## config.mk

```make
export PLATFORM = sky130hd
export DESIGN_NAME = mzc_map
export DESIGN_NICKNAME = d
export VERILOG_FILES = /design/src/hdl/mzc_pkg.sv /design/src/hdl/mzc_map.sv
export SDC_FILE = /design/constraint.sdc
export NUM_CORES = 1
export LEC_CHECK = 0
export BUFFER_PORTS_ARGS = -buffer_cell sky130_fd_sc_hd__buf_2
export CORE_MARGIN = 2
export CORE_UTILIZATION = 38
export CTS_BUF_LIST = sky130_fd_sc_hd__clkbuf_16
export DETAILED_ROUTE_END_ITERATION = 10
export PLACE_DENSITY = 0.5
export SETUP_SLACK_MARGIN = 0.02
export SYNTH_ARGS = -nofsm -noshare
export SYNTH_HDL_FRONTEND = slang
export SYNTH_SLANG_ARGS = --single-unit
```

## constraint.sdc

```tcl
create_clock -name clock -period 3.5 [get_ports clock]
set_input_delay 0 -clock clock [delete_from_list [all_inputs] [get_ports clock]]
set_output_delay 0 -clock clock [all_outputs]
set_load 0.03 [all_outputs]
```

## src/hdl/mzc_pkg.sv

```systemverilog
`timescale 1ns / 1ps
`default_nettype none

package mzc_pkg;

   // grid side bound, minimum side and power-up side
   localparam int MAX_SIDE_DEFAULT = 63;
   localparam logic [5:0] SIDE_RESET = 6'd21;
   localparam logic [5:0] SIDE_MIN = 6'd5;

   // probe counter: one step per direction, one more to take the last read
   localparam logic [2:0] PROBE_LAST = 3'd4;

   typedef enum logic [1:0] {
      DIR_UP    = 2'd0,
      DIR_DOWN  = 2'd1,
      DIR_LEFT  = 2'd2,
      DIR_RIGHT = 2'd3
   } dir_type;

   typedef enum logic [1:0] {
      KIND_PASSAGE = 2'd0,
      KIND_ROOM    = 2'd1,
      KIND_EXIT    = 2'd2
   } kind_type;

   typedef enum logic [3:0] {
      ST_IDLE,
      ST_CLEAR,
      ST_START_OUT,
      ST_PROBE,
      ST_POP,
      ST_MARK,
      ST_MARK_WR,
      ST_WALL_OUT,
      ST_ROOM_OUT,
      ST_EXIT_OUT
   } state_type;

   // result of one neighbour step
   typedef struct packed {
      logic       inb;
      logic [5:0] row;
      logic [5:0] col;
   } nbr_type;

   // largest usable odd side, bounded by the 6-bit side register
   function automatic int calc_top_side(int max_side);
      int s;
      s = (max_side - 1) | 1;
      if (s > 63) s = 63;
      return s;
   endfunction

endpackage

`default_nettype wire

```

## src/hdl/mzc_map.sv

```systemverilog
`timescale 1ns / 1ps
`default_nettype none

module mzc_map import mzc_pkg::*; #(
   parameter  int MAX_SIDE = MAX_SIDE_DEFAULT,
   localparam int HALF     = (calc_top_side(MAX_SIDE) - 1) / 2,
   localparam int RW       = $clog2(HALF)
) (
   input  wire logic          clock,
   input  wire logic          rd_en,
   input  wire logic [RW-1:0] rd_row,
   input  wire logic [RW-1:0] rd_col,
   input  wire logic          set_en,
   input  wire logic          clr_en,
   input  wire logic [RW-1:0] clr_row,
   output logic               seen
);

   // one bit per room cell, one row of rooms per word
   logic [HALF-1:0] mem [HALF];
   logic [HALF-1:0] row_data_ff;
   logic [RW-1:0]   row_ff;
   logic [RW-1:0]   col_ff;

   always_ff @(posedge clock) begin
      if (clr_en) begin
         // the start room is opened by the clear of the first row
         mem[clr_row] <= (clr_row == '0) ? HALF'(1) : '0;
      end else if (set_en) begin
         mem[row_ff] <= row_data_ff | (HALF'(1) << col_ff);
      end
      if (rd_en) begin
         row_data_ff <= mem[rd_row];
         row_ff      <= rd_row;
         col_ff      <= rd_col;
      end
   end

   assign seen = row_data_ff[col_ff];

endmodule

`default_nettype wire

```

==> impl_metrics.yaml <==
setup_path:
  cp.required_ns: 3.50
  crit_path_end_kind: "output pin"
  crit_path_max_incr_delay_ns: 0.86
  reg2reg_slack_ns: 0.75
  crit_type: "reg -> out"
  cp-start-kind: "flop"
  endpoint: "seen"
  cp_slowest_cell: "edfxtp_1"
  worstReg2RegEnd: "mem[11][25]"
  cp.arrival_ns: 3.20
  critPathMaxFanout: 20
  crit_start: "col_ff[0]"
  reg2regPathDepth: 5
  rr_startpoint: "row_ff[4]"
  worstPathCellList: "mux4_2, mux2_2, o311ai_0, a31oi_1, buf_2"
floorplanning:
  fp-row-count: 117
  start_util_pct: 38.27
  die_w_microns: 323.9
  boundaryPins: 20
  die_h_microns: 323.9
  core_sq_mm: 0.1016
  dieArea_sq_mm: 0.1049
worst_hold_path:
  worstHoldPathType: "in -> reg"
  hold_start: "rd_row[1]"
finish:
  finalNetCount: 2055
  drive_above_1_share_pct: 23.28
  sequential_cell_area_sq_mm: 0.03009
  multiInputGateArea_sq_mm: 0.008444
  n_antenna_cell: 0
  area_delta_synth_final_pct: 15.34
  post-route-util_pct: 44.14
  fillCellCount: 8728
job:
  maxCapViolCount: 0
logic_synthesis:
  avgSynthCellArea_sq_um: 20.46
  synthSimpleGateAreaFrac_pct: 2.295
  synth_top_family_by_area: "multiplexers"
  synth_xor_area_share_pct: 0
  synth_fa_ha_area_share_pct: 0
  yosysWarnings: 0
  ys_seq_area_share_pct: 77.39
  synth_compound_area_share_pct: 4.229
  syn_inst: 1900
  ys_ff_latch: 1002
  syn_nets: 1919
  synthMuxAreaShare_pct: 14.50
  ys_types: 44
  netlist_area_sq_mm: 0.03888
clocking:
  clockRootBuffer: "clkbuf_16"
  clk_latency_ns: 0.67
  cts_buffers: 104
  cts_tree: "done"
  clkTransAtPathRegs_ns: 0.06
  clk_path_buf_depth: 3
  h-tree-depth: 3
  cts.sinks: 1002
placement:
  post-place-ws_ns: 0.7196
  routabilityCongestion: 0.8182
  port_buffers: 19
  place_hpwl_microns: 58800
grt:
  gr-usage-all-layers_pct: 19.17
  overflow: 0
  grt_pass1_wl_microns: 143100
  grt_antenna_before_repair: 1
  grt_max_degree: 65
  grt_pass1_vias: 19680
sta:
  finalSetupViolCount: 0
  worst_pin_slew_ns: 1.320
  setup_tns_ns: 0
  final_hold_viol_count: 0
  fmax_mhz: 312.4
  period_minus_slack_ns: 3.201
  final.setup_skew_ns: 0.02400
  slew_viol_final: 0
  period_share_pct: 91.46
  fin_hold_ws_ns: 0.1008
  maxSlewHeadroom_pct: 11.90
  rsz0062_at_grt: "false"
  worst_slack_ns: 0.2990
routing:
  drt-initial-drc-count: 1806
  vias: 19090
  wl_met3_microns: 4291
  routed_wl_microns: 98880
  avgViaCountPerCell: 5.476
  antenna_left: 0
  routed-wl-met2_microns: 48740
  met1Wirelength_microns: 44320
  dr.max_layer_used: "met5"
  dr.pass1.iters: 5
  avgRoutedWirePerCell_microns: 28.37
  drc: 0
power_and_ir_drop:
  power_mw: 25.62
  power_leakage_nw: 14.78
  worst_ir_drop_vdd_v: 0.0004496
  powerDensity_mw_per_mm2: 571.4
run_status:
  outcome: "complete, no violations"
## critical path: cells and delay by family (launching register included)
family | cells | cell delay (ns)
compound gates | 2 | 0.53
buf+inv | 1 | 0.27
flops | 1 | 0.86
mux | 2 | 0.87
## synthesized netlist by cell type
library cell,number,area share [%]
a31o_2,3,0.068
or3_1,1,0.016
nor3_1,6,0.077
nand3b_1,3,0.058
a221oi_1,1,0.023
o211ai_1,9,0.17
edfxtp_1,1002,77
o2111a_1,2,0.058
and2b_1,2,0.039
nand3_1,7,0.090
nand2_1,55,0.53
buf_4,14,0.27
nor2b_1,9,0.14
nor4bb_1,3,0.077
a211o_1,8,0.18
clkbuf_1,33,0.32
mux2i_1,182,4.7
mux4_2,167,9.7
and3b_1,3,0.068
inv_1,4,0.039
o21ai_0,30,0.39
o311ai_0,1,0.023
o32a_1,1,0.026
nand4_1,4,0.064
buf_2,35,0.45
or2_2,1,0.016
nand2b_1,4,0.064
a22oi_1,42,0.81
a21oi_1,53,0.68
buf_6,14,0.41
clkbuf_4,1,0.019
and2_1,4,0.064
mux2_2,5,0.14
buf_1,8,0.077
and3_1,2,0.032
nor2_1,75,0.72
nor4b_1,2,0.045
a22o_1,27,0.61
a31oi_1,20,0.32
nor3b_1,6,0.12
o221ai_1,13,0.29
or3b_2,3,0.068
o22ai_1,33,0.53
o2111ai_1,2,0.045
## per-layer routing
metal	vias up	track usage [%]
met5	-	0
met4	2	4.002
met3	113	2.741
met2	461	31.96
met1	10320	26.92
li1	8189	-
## area by class of cell
cell class,count,area share (%)
Sequential cell,1002,67.10
Multi-Input combinational cell,789,18.83
Clock buffer,106,5.915
Tap cell,1368,3.817
Timing Repair Buffer,135,2.863
Clock inverter,82,1.443
Inverter,4,0.03348
## sequential cells by signal, summed over array words and instances (netlist names)
| register | cells |
|---|---|
| col_ff | 5 |
| mem | 961 |
| row_data_ff | 31 |
| row_ff | 5 |
## cell families (layout without fill, tap and decap cells)
kind of cell	after synthesis	count (layout)
DFF	1002	1002
muxes	354	354
AOI/OAI and AO/OA	245	245
and+or+nand+nor	190	190
buffers and inverters	109	327
## cell usage in the layout, fill, tap and decap left out, types with 13 or more instances in the layout
master,instances
o21ai_0,29
a21oi_1,52
o22ai_1,33
clkinv_1,18
nand2_1,55
clkbuf_16,106
o221ai_1,13
buf_4,87
buf_12,22
a31oi_1,18
a22o_1,27
inv_1,28
mux4_2,167
buf_2,16
mux2i_1,182
edfxtp_1,1002
a22oi_1,42
nor2_1,39
clkinv_2,23
nor2_4,31
## power by group
group,switching (mW),total (mW),internal [mW]
clock,4.52,10.7,6.14
combinational,0.928,1.43,0.505
sequential,0.102,13.5,13.4
## metrics by stage
step | area, sq um | instances
6_report | 44840 | 3486
5_1_grt | 44840 | 3486
4_1_cts | 44840 | 3486
3_5_place_dp | 41460 | 3290
3_3_place_gp | 41460 | 3290
2_1_floorplan | 38880 | 1900
## how the worst min path moves through the flow
stage	end	slack, ns	cells after the start
after floorplan	col_ff[0]	0.1	0
after global placement	col_ff[3]	0.27	1
after detailed placement	col_ff[2]	0.26	1
after CTS	row_ff[1]	0.08	2
after global routing	col_ff[3]	0.09	2
final	row_ff[1]	0.10	2
## repair_timing
item	4_1_cts	5_1_grt
hold buffers	8	0
resized for setup	0	0
hold endpoints to repair	8	0
endpoints found under the setup margin	0	0
setup buffers	0	0
Power figures use the tool's default switching activity.
