## src/hdl/mzc_pkg.sv

```systemverilog
`timescale 1ns / 1ps
`default_nettype none

package mzc_pkg;

   // grid side bound, minimum side and power-up side
   localparam int MAX_SIDE_DEFAULT = 63;
   localparam logic [5:0] SIDE_RESET = 6'd21;
   localparam logic [5:0] SIDE_MIN = 6'd5;

   // probe counter: one step per direction, one more to take the last read
   localparam logic [2:0] PROBE_LAST = 3'd4;

   typedef enum logic [1:0] {
      DIR_UP    = 2'd0,
      DIR_DOWN  = 2'd1,
      DIR_LEFT  = 2'd2,
      DIR_RIGHT = 2'd3
   } dir_type;

   typedef enum logic [1:0] {
      KIND_PASSAGE = 2'd0,
      KIND_ROOM    = 2'd1,
      KIND_EXIT    = 2'd2
   } kind_type;

   typedef enum logic [3:0] {
      ST_IDLE,
      ST_CLEAR,
      ST_START_OUT,
      ST_PROBE,
      ST_POP,
      ST_MARK,
      ST_MARK_WR,
      ST_WALL_OUT,
      ST_ROOM_OUT,
      ST_EXIT_OUT
   } state_type;

   // result of one neighbour step
   typedef struct packed {
      logic       inb;
      logic [5:0] row;
      logic [5:0] col;
   } nbr_type;

   // largest usable odd side, bounded by the 6-bit side register
   function automatic int calc_top_side(int max_side);
      int s;
      s = (max_side - 1) | 1;
      if (s > 63) s = 63;
      return s;
   endfunction

endpackage

`default_nettype wire

```

## src/hdl/mzc_nbr.sv

```systemverilog
`timescale 1ns / 1ps
`default_nettype none

module mzc_nbr import mzc_pkg::*; (
   input  wire logic [5:0] here_row,
   input  wire logic [5:0] here_col,
   input  wire logic [1:0] dir,
   input  wire logic [5:0] lim,
   output nbr_type         nbr
);

   logic [6:0] row_up;
   logic [6:0] col_up;

   assign row_up = {1'b0, here_row} + 7'd2;
   assign col_up = {1'b0, here_col} + 7'd2;

   always_comb begin
      nbr.inb = 1'b0;
      nbr.row = here_row;
      nbr.col = here_col;
      case (dir)
         DIR_UP: begin
            nbr.inb = (here_row >= 6'd3);
            nbr.row = here_row - 6'd2;
         end
         DIR_DOWN: begin
            nbr.inb = (row_up <= {1'b0, lim});
            nbr.row = row_up[5:0];
         end
         DIR_LEFT: begin
            nbr.inb = (here_col >= 6'd3);
            nbr.col = here_col - 6'd2;
         end
         default: begin
            nbr.inb = (col_up <= {1'b0, lim});
            nbr.col = col_up[5:0];
         end
      endcase
   end

endmodule

`default_nettype wire

```

## config.mk

```make
export PLATFORM = sky130hd
export DESIGN_NAME = mzc_nbr
export DESIGN_NICKNAME = d
export VERILOG_FILES = /design/src/hdl/mzc_pkg.sv /design/src/hdl/mzc_nbr.sv
export SDC_FILE = /design/constraint.sdc
export NUM_CORES = 1
export LEC_CHECK = 0
export BUFFER_PORTS_ARGS = -buffer_cell sky130_fd_sc_hd__buf_4
export CAP_MARGIN = 10
export CELL_PAD_IN_SITES_DETAIL_PLACEMENT = 1
export CELL_PAD_IN_SITES_GLOBAL_PLACEMENT = 2
export CORE_UTILIZATION = 28
export DETAILED_ROUTE_END_ITERATION = 10
export PLACE_DENSITY_LB_ADDON = 0.1
export SYNTH_ARGS = -nofsm -noshare
export SYNTH_HDL_FRONTEND = slang
export SYNTH_SLANG_ARGS = --single-unit
```

## constraint.sdc

```tcl
create_clock -name vclk -period 5.05
set_input_delay 0.505 -clock vclk [all_inputs]
set_output_delay 0.505 -clock vclk [all_outputs]
set_load 0.05 [all_outputs]
```

==> run metrics, run 1 <==
area leader, netlist ha_1; initial antenna violation count 0; period utilization 0.5974; RSZ-0062 raised after global routing no; worst vdd ir between 0.00006 and 0.00007 V; num sequential 0; CP cell instances buf_4, ha_1, nand3_1, xnor2_1, ha_1, a2111oi_2, a21oi_1, a221o_1, a21oi_1, buf_4; Peak Freq around 0.33 GHz; P_int roughly 50 uW; Pre-antenna DRT Iters 4; Critical Path AT between 2000 and 3000 ps; WL met2 ~1000 um; Final WS setup between 2000 and 2500 ps; Clk pwr share 0; Power, Total roughly 130 uW; synth warn 0; Iteration-0 DRC Markers 8; I/O Pins 33; post-synthesis sequential area ratio 0; DRT Wirelength approximately 2100 um; GPL Wtd Cong 0.7225; Final Instance Area a little under 1000 sq um; syn_nets 145; WL per Instance 12.99 um; Fillers between 300 and 400; Setup WS pre-CTS around 2000 ps; top post-synthesis cells by area ha_1 (27%), xnor2_1 (10%), xor2_1 (8.1%); DR DRC count 0; Worst-Margin Slew 268.1 ps; sum of negative setup slack 0 ps; Leak between 0.0004 and 0.0005 uW; max-slew violation count 0; PwrDens 128.9 nW/um^2; Logic pwr share 1.000; switching share of power 0.6153; Die X ~54 um; total track usage 0.1458; Starting Density 0.2991; Slowest-stage cell, CP a221o_1; Syn Inst Count 109; via count a little over 800; sequential share of power 0; share of layout cells above drive strength 1 0.2632; vias in the first global route 698; top post-synthesis cells by count ha_1 (16), inv_1 (12), xnor2_1 (9); final hold vios 0; clock buffer count in the final layout 0; Final nets 171; Worst path max stage delay around 370 ps; Antenna Cells 0; CP max FO 7; DR top layer met3; I/O Buffers 33; Resized Gates After CTS 0; setup violators final 0; largest net degree at the start of global routing 17; Die Ht 53.91 um; first-pass GRT wire length approximately 3200 um; Std-Cell Rows 18; met1 wire length 1030 um; slew margin rel. 0.8213; synthesized cell area approximately 750 sq um; max-cap viol count 0; Area Growth Syn to Fin 31.84%; DIE AREA 2906 sq um; FF+latch area 0 sq um; Antenna Nets Post-Route 0; area share of the largest cell type after synthesis 0.2653; post-DP HPWL approximately 1800 um; most frequent cell after synthesis ha_1; Mapped Avg Cell Area ~6.9 sq um; CP Data Required Time between 4000 and 5000 ps; wire length on met3 ~38 um; Psw between 70 and 80 uW; Hold-fix buffers, CTS 0; Hold Crit Class input port to primary output; Congestion Overflow GR 0; Synth cell types 28; Setup Buffers After CTS 0; Critical Path Source Type input port; type of element capturing the critical path primary output; Vias/cell between 5 and 6; minimum clock period 3017 ps; CP Class input port to primary output; core area about 2500 sq um; status finished, final reports clean; Placement Cell Area 994.7 sq um
[final cells by class]
cell class	instances	area, sq um	share of cell area
Inverter	12	45.04	0.04528
Timing Repair Buffer	33	247.7	0.2491
Multi-Input combinational cell	88	664.4	0.6679
Tap cell	30	37.54	0.03774
[stage by stage]
stage | utilization | instances | hold slack [ps]
final | 0.3943 | 163 | 1289
after global routing | 0.3943 | 163 | 1297
after CTS | 0.3943 | 163 | 1292
after detailed placement | 0.3943 | 163 | 1290
after global placement | 0.3943 | 163 | 1293
after floorplan | - | 109 | 1177
[power by group through the flow]
stage               registers (uW)  clock network [uW]  logic (uW)
CTS                              0                   0         130
floorplan                        0                   0        88.1
global placement                 0                   0         127
global route                     0                   0         140
finish                           0                   0         128
detailed placement               0                   0         129
[cell usage in the layout, fill, tap and decap left out, drive strengths merged, types with 3 or more instances in the layout]
cell type / n
buf: 33
inv: 12
xor2: 7
nor4: 3
nand3: 7
xnor2: 9
a21oi: 8
o21ai: 7
nor2: 4
nand2: 8
nand4: 5
ha: 16
[kinds of logic (layout without fill, tap and decap cells)]
logic type / count (synthesis) / in the layout / synth area share
and+or+nand+nor: 33 / 33 / 0.2289
buffers and inverters: 21 / 45 / 0.1194
AOI/OAI and AO/OA: 21 / 21 / 0.1725
xor gates and xnor gates: 16 / 16 / 0.1857
adders and majority gates: 16 / 16 / 0.2653
muxes: 2 / 2 / 0.02819
[final timing paths]
kind   startpoint       to  slack [ps]  cells after the start
max   here_row[1]  nbr[12]        2030                     10
min   here_col[0]   nbr[0]        1290                      2
[worst max-delay path, delay by kind of cell]
kind / cells / cell delay (ps)
buffers and inverters: 2 / 350
xor gates and xnor gates: 1 / 140
AOI/OAI and AO/OA: 4 / 980
and+or+nand+nor: 1 / 110
adders and majority gates: 2 / 430
[metal layers]
| metal | GRT usage | up-vias |
|---|---|---|
| met5 | 0 | - |
| met4 | 0 | 0 |
| met3 | 0 | 0 |
| met2 | 0.2593 | 12 |
| met1 | 0.2063 | 384 |
| li1 | - | 433 |
Power figures use the tool's default switching activity.
==> run 2, diff against run 1 <==
ABC_AREA = 1   (was not set)
CORE_UTILIZATION = 25   (was 28)
clock period = 2.95 ns   (was 5.05 ns; I/O delays follow)
==> run 2 against run 1 <==
Net effect:
- via count up 8.0%
- highest routed layer unchanged
- utilization down 4.1 points
- worst hold slack worse by 430 ps
- non-clock buffer count unchanged
- synthesized area up 6.5%
- global-route usage down 0.89 points
- largest power group unchanged
- die area up 18%
- largest cell class unchanged
==> run metrics, run 2 <==
status finished, final reports clean; Leak approximately 0.0006 uW; Synth cell types 25; I/O Buffers 33; P_int 83.27 uW; post-synthesis sequential area ratio 0; most common cell after layout, fill and taps aside buf_4; final hold vios 0; Vias/cell ~4.3; share of layout cells above drive strength 1 0.2424; setup violators final 0; CP max FO 5; largest net degree at the start of global routing 10; via count roughly 900; total track usage 0.1369; GPL Wtd Cong 0.7940; Antenna Nets Post-Route 0; top post-synthesis cells by area ha_1 (25%), nand2_1 (15%), inv_1 (11%); initial antenna violation count 0; Syn Inst Count between 100 and 150; Setup Buffers After CTS 0; DR DRC count 0; most frequent cell after synthesis nand2_1; Starting Density 0.2631; Pre-antenna DRT Iters 2; sequential share of power 0; Hold-fix buffers, CTS 0; core area slightly above 3000 sq um; area share of the largest cell type after synthesis 0.2492; RSZ-0062 raised after global routing no; synthesized cell area 803.3 sq um; area leader, netlist ha_1; Std-Cell Rows 20; Congestion Overflow GR 0; CP Data Required Time about 2700 ps; period utilization 0.7561; Hold Crit Class input port to primary output; area of the multi-input gates around 680 sq um; first-pass GRT wire length around 3700 um; Die Ht ~59 um; clock buffer count in the final layout 0; Clk pwr share 0; worst vdd ir a little over 0.00009 V; post-DP HPWL a little over 2000 um; Antenna Cells 0; vias in the first global route 830; Die X roughly 59 um; max-slew violation count 0; Critical Path AT just under 2000 ps; num sequential 0; I/O Pins 33; Worst-Margin Slew slightly above 200 ps; Fillers 435; Placement Cell Area around 1100 sq um; type of element capturing the critical path primary output; Resized Gates After CTS 0; Iteration-0 DRC Markers 28; FF+latch area 0 sq um; DRT Wirelength 2213 um; syn_nets about 170; Peak Freq approximately 0.45 GHz; synth warn 0; PwrDens 211.7 nW/um^2; Final Instance Area 1080 sq um; WL per Instance 10.59 um; CP Class input port to primary output; top post-synthesis cells by count nand2_1 (32), inv_1 (23), ha_1 (16); slew margin rel. 0.8636; Area Growth Syn to Fin 34.42%; utilization after layout 0.3537; Mapped Avg Cell Area 5.950 sq um; Final nets about 200; Critical Path Source Type input port; Psw roughly 150 uW; sum of negative setup slack 0 ps; DIE AREA ~3400 sq um; max-cap viol count 0; most frequent cells in the layout buf_4 (33), nand2_1 (32), inv_1 (23); switching share of power 0.6357; minimum clock period around 2200 ps; Logic pwr share 1.000
==> run 2: cell count changes in the layout (fill, tap and decap cells not counted), moves of 3 or more <==
cell / before / now
nand2_1: 8 / 32
inv_1: 12 / 23
xnor2_1: 9 / 2
nand4_1: 5 / 2
nor4_1: 3 / 0
nand3_1: 7 / 12
nor2_1: 4 / 13
o21ai_0: 7 / 4
a21oi_1: 8 / 4
==> run 2: layout make-up <==
class	instances	area share
Multi-Input combinational cell	108	0.6338
Tap cell	44	0.05098
Inverter	24	0.08575
Timing Repair Buffer	33	0.2294
==> run 2: power groups by stage <==
stage / logic [uW] / registers, uW / clock network (uW)
after floorplan: 155 / 0 / 0
after global placement: 228 / 0 / 0
after detailed placement: 232 / 0 / 0
after CTS: 232 / 0 / 0
after global routing: 254 / 0 / 0
final: 229 / 0 / 0
==> run 2: stage by stage <==
stage,std cells,hold WS (ps),setup WS [ps],total power (uW)
after global routing,209,875.7,510.7,254.2
after detailed placement,209,865.7,706.5,231.7
after global placement,209,865.1,709.0,228.1
after floorplan,135,757.1,540.8,155.0
final,209,863.7,719.4,228.6
after CTS,209,866.5,700.7,232.2
==> run 2: worst max-delay path, stage by stage <==
cell and delay [ps]:
buf_4 110, ha_1 180, nand3_1 130, xnor2_1 150, ha_1 290, nand2_1 60
inv_1 70, nand2_1 50, nor2_1 80, o21ai_0 80, nand2_1 70, nand2_1 40
a21oi_1 130, buf_4 220
==> run 2: worst paths after layout <==
kind / from / end / slack (ps) / cells after the start
setup / recovery: here_row[1] / nbr[12] / 720 / 14
hold / removal: here_col[0] / nbr[0] / 860 / 2
==> run 2: layer usage <==
metal,share of wire,vias to the layer above,GRT usage
met1,0.54,388,0.2169
met3,0.032,0,0.004396
li1,-,495,-
met2,0.43,12,0.2167
met4,0,0,0
met5,0,-,0
==> run 2: logic make-up (layout without fill, tap and decap cells) <==
logic type / count (synthesis) / in the layout / share of synthesized area
fa+ha+maj: 16 / 16 / 0.2492
buf+inv: 27 / 57 / 0.1480
compound gates: 15 / 15 / 0.1184
xor+xnor: 11 / 11 / 0.1199
simple gates: 66 / 66 / 0.3645
==> run 3, diff against run 2 <==
ABC_AREA = 0   (was 1)
CORE_UTILIZATION = 26   (was 25)
clock period = 2.3 ns   (was 2.95 ns; I/O delays follow)
==> run 3 against run 2 <==
Net effect:
- utilization increased by 12 points
- via count up 3.7%
- die area decreased by 9.4%
- global-route usage is 2.9 points higher
- combinational power rose by 58%
- worst hold slack worse by 120 ps
- setup slack lost 640 ps
- total power up 58%
- non-clock buffer count up 20
- sequential share of layout area did not move
- flip-flop and latch count unchanged
- largest cell class unchanged
- largest power group unchanged
==> run metrics, run 3 (same netlist as run 1, synthesis figures left out) <==
Worst-Margin Slew 304.3 ps; DRT Wirelength ~2600 um; status finished, final reports clean; core area ~2800 sq um; Worst path max stage delay around 400 ps; CP Data Required Time between 2000 and 2500 ps; minimum clock period roughly 2200 ps; period utilization 0.9668; via count 928; final hold vios 0; Hold-fix buffers, CTS 0; Starting Density 0.2736; Power, Total 361.9 uW; GPL Wtd Cong roughly 0.75; Peak Freq approximately 0.45 GHz; Critical Path AT about 2000 ps; Antenna Nets Post-Route 0; sum of negative setup slack 0 ps; Congestion Overflow GR 0; CP cell instances buf_4, buf_4, xor2_1, ha_2, buf_4, o211ai_1, nand2_1, a221o_1, a21oi_4, buf_6; FF+latch area 0 sq um; Std-Cell Rows 19; max-slew violation count 0; Placement Cell Area between 1000 and 1500 sq um; share of layout cells above drive strength 1 0.4837; initial antenna violation count 0; clock buffer count in the final layout 0; PwrDens around 280 nW/um^2; max-cap viol count 0; Final nets between 150 and 200; Placed Cells between 150 and 200; Slowest-stage cell, CP a221o_1; Fillers 340; DIE AREA approximately 3100 sq um; switching share of power 0.5554; CP top delay family compound AO/OA/AOI/OAI gates; num sequential 0; slew margin rel. 0.7950; Critical Path Source Type input port; most frequent cells in the layout buf_4 (50), inv_1 (10), xnor2_1 (8), nand2_1 (8), ha_1 (8); area of the multi-input gates a little over 800 sq um; Antenna Cells 0; RSZ-0062 raised after global routing no; CP Class input port to primary output; setup violators final 0; Psw between 200 and 250 uW; Leak between 0.0006 and 0.0007 uW; Die Ht ~56 um; largest net degree at the start of global routing 17; DR DRC count 0; Hold Crit Class input port to primary output; post-DP HPWL 2139 um; vias in the first global route a little over 900; Iteration-0 DRC Markers 20; WL per Instance 14.20 um; CP dominant cell by count buf_4; sequential share of power 0; first-pass GRT wire length ~4200 um; Layout Cells excl Fill 184; I/O Pins 33; Pre-antenna DRT Iters 2; Clk pwr share 0; CP max FO 5; type of element capturing the critical path primary output; Buf/Inv on CP 4; total track usage 0.1655; worst vdd ir ~0.00019 V; Vias/cell slightly above 5; P_int about 160 uW; Area Growth Syn to Fin 73.13%; I/O Buffers 33; Die X between 50 and 60 um; Final Instance Area 1306 sq um; Logic pwr share 1.000; most common cell after layout, fill and taps aside buf_4
==> run 3: power by group through the flow <==
stage	Clock (uW)	Combinational [uW]	Sequential (uW)
final	0	362	0
after global routing	0	391	0
after detailed placement	0	319	0
after CTS	0	342	0
after floorplan	0	198	0
after global placement	0	311	0
==> run 3: layout make-up <==
type	count	area share
multi-input combinational	88	0.6226
inverter	12	0.03448
timing repair buffer	53	0.3132
tap	31	0.02969
==> run 3: final timing paths <==
check,startpoint,end,cells after the start
hold / removal,here_row[0],nbr[6],2
setup / recovery,here_row[3],nbr[12],10
==> run 3: layer usage <==
layer  track usage  up-vias  share of wire
li1              -      473              -
met1        0.2008      445           0.43
met2        0.3425       10           0.56
met3             0        0          0.011
met4             0        0              0
met5             0        -              0
==> run 3: stage by stage <==
step           worst slack [ps]    util  hold slack (ps)
2_1_floorplan             24.30       -            627.1
3_3_place_gp             -90.70  0.4115            743.3
3_5_place_dp             -146.8  0.4115            747.5
4_1_cts                   6.716  0.4401            747.3
5_1_grt                   4.790  0.4737            758.1
6_report                  76.43  0.4737            742.4
==> run 3: repair_timing <==
action / 4_1_cts / 5_1_grt
resized for setup: 13 / 14
setup endpoints to repair: 1 / 1
pin swaps: 8 / 13
setup buffers: 1 / 2
gates cloned: 0 / 0
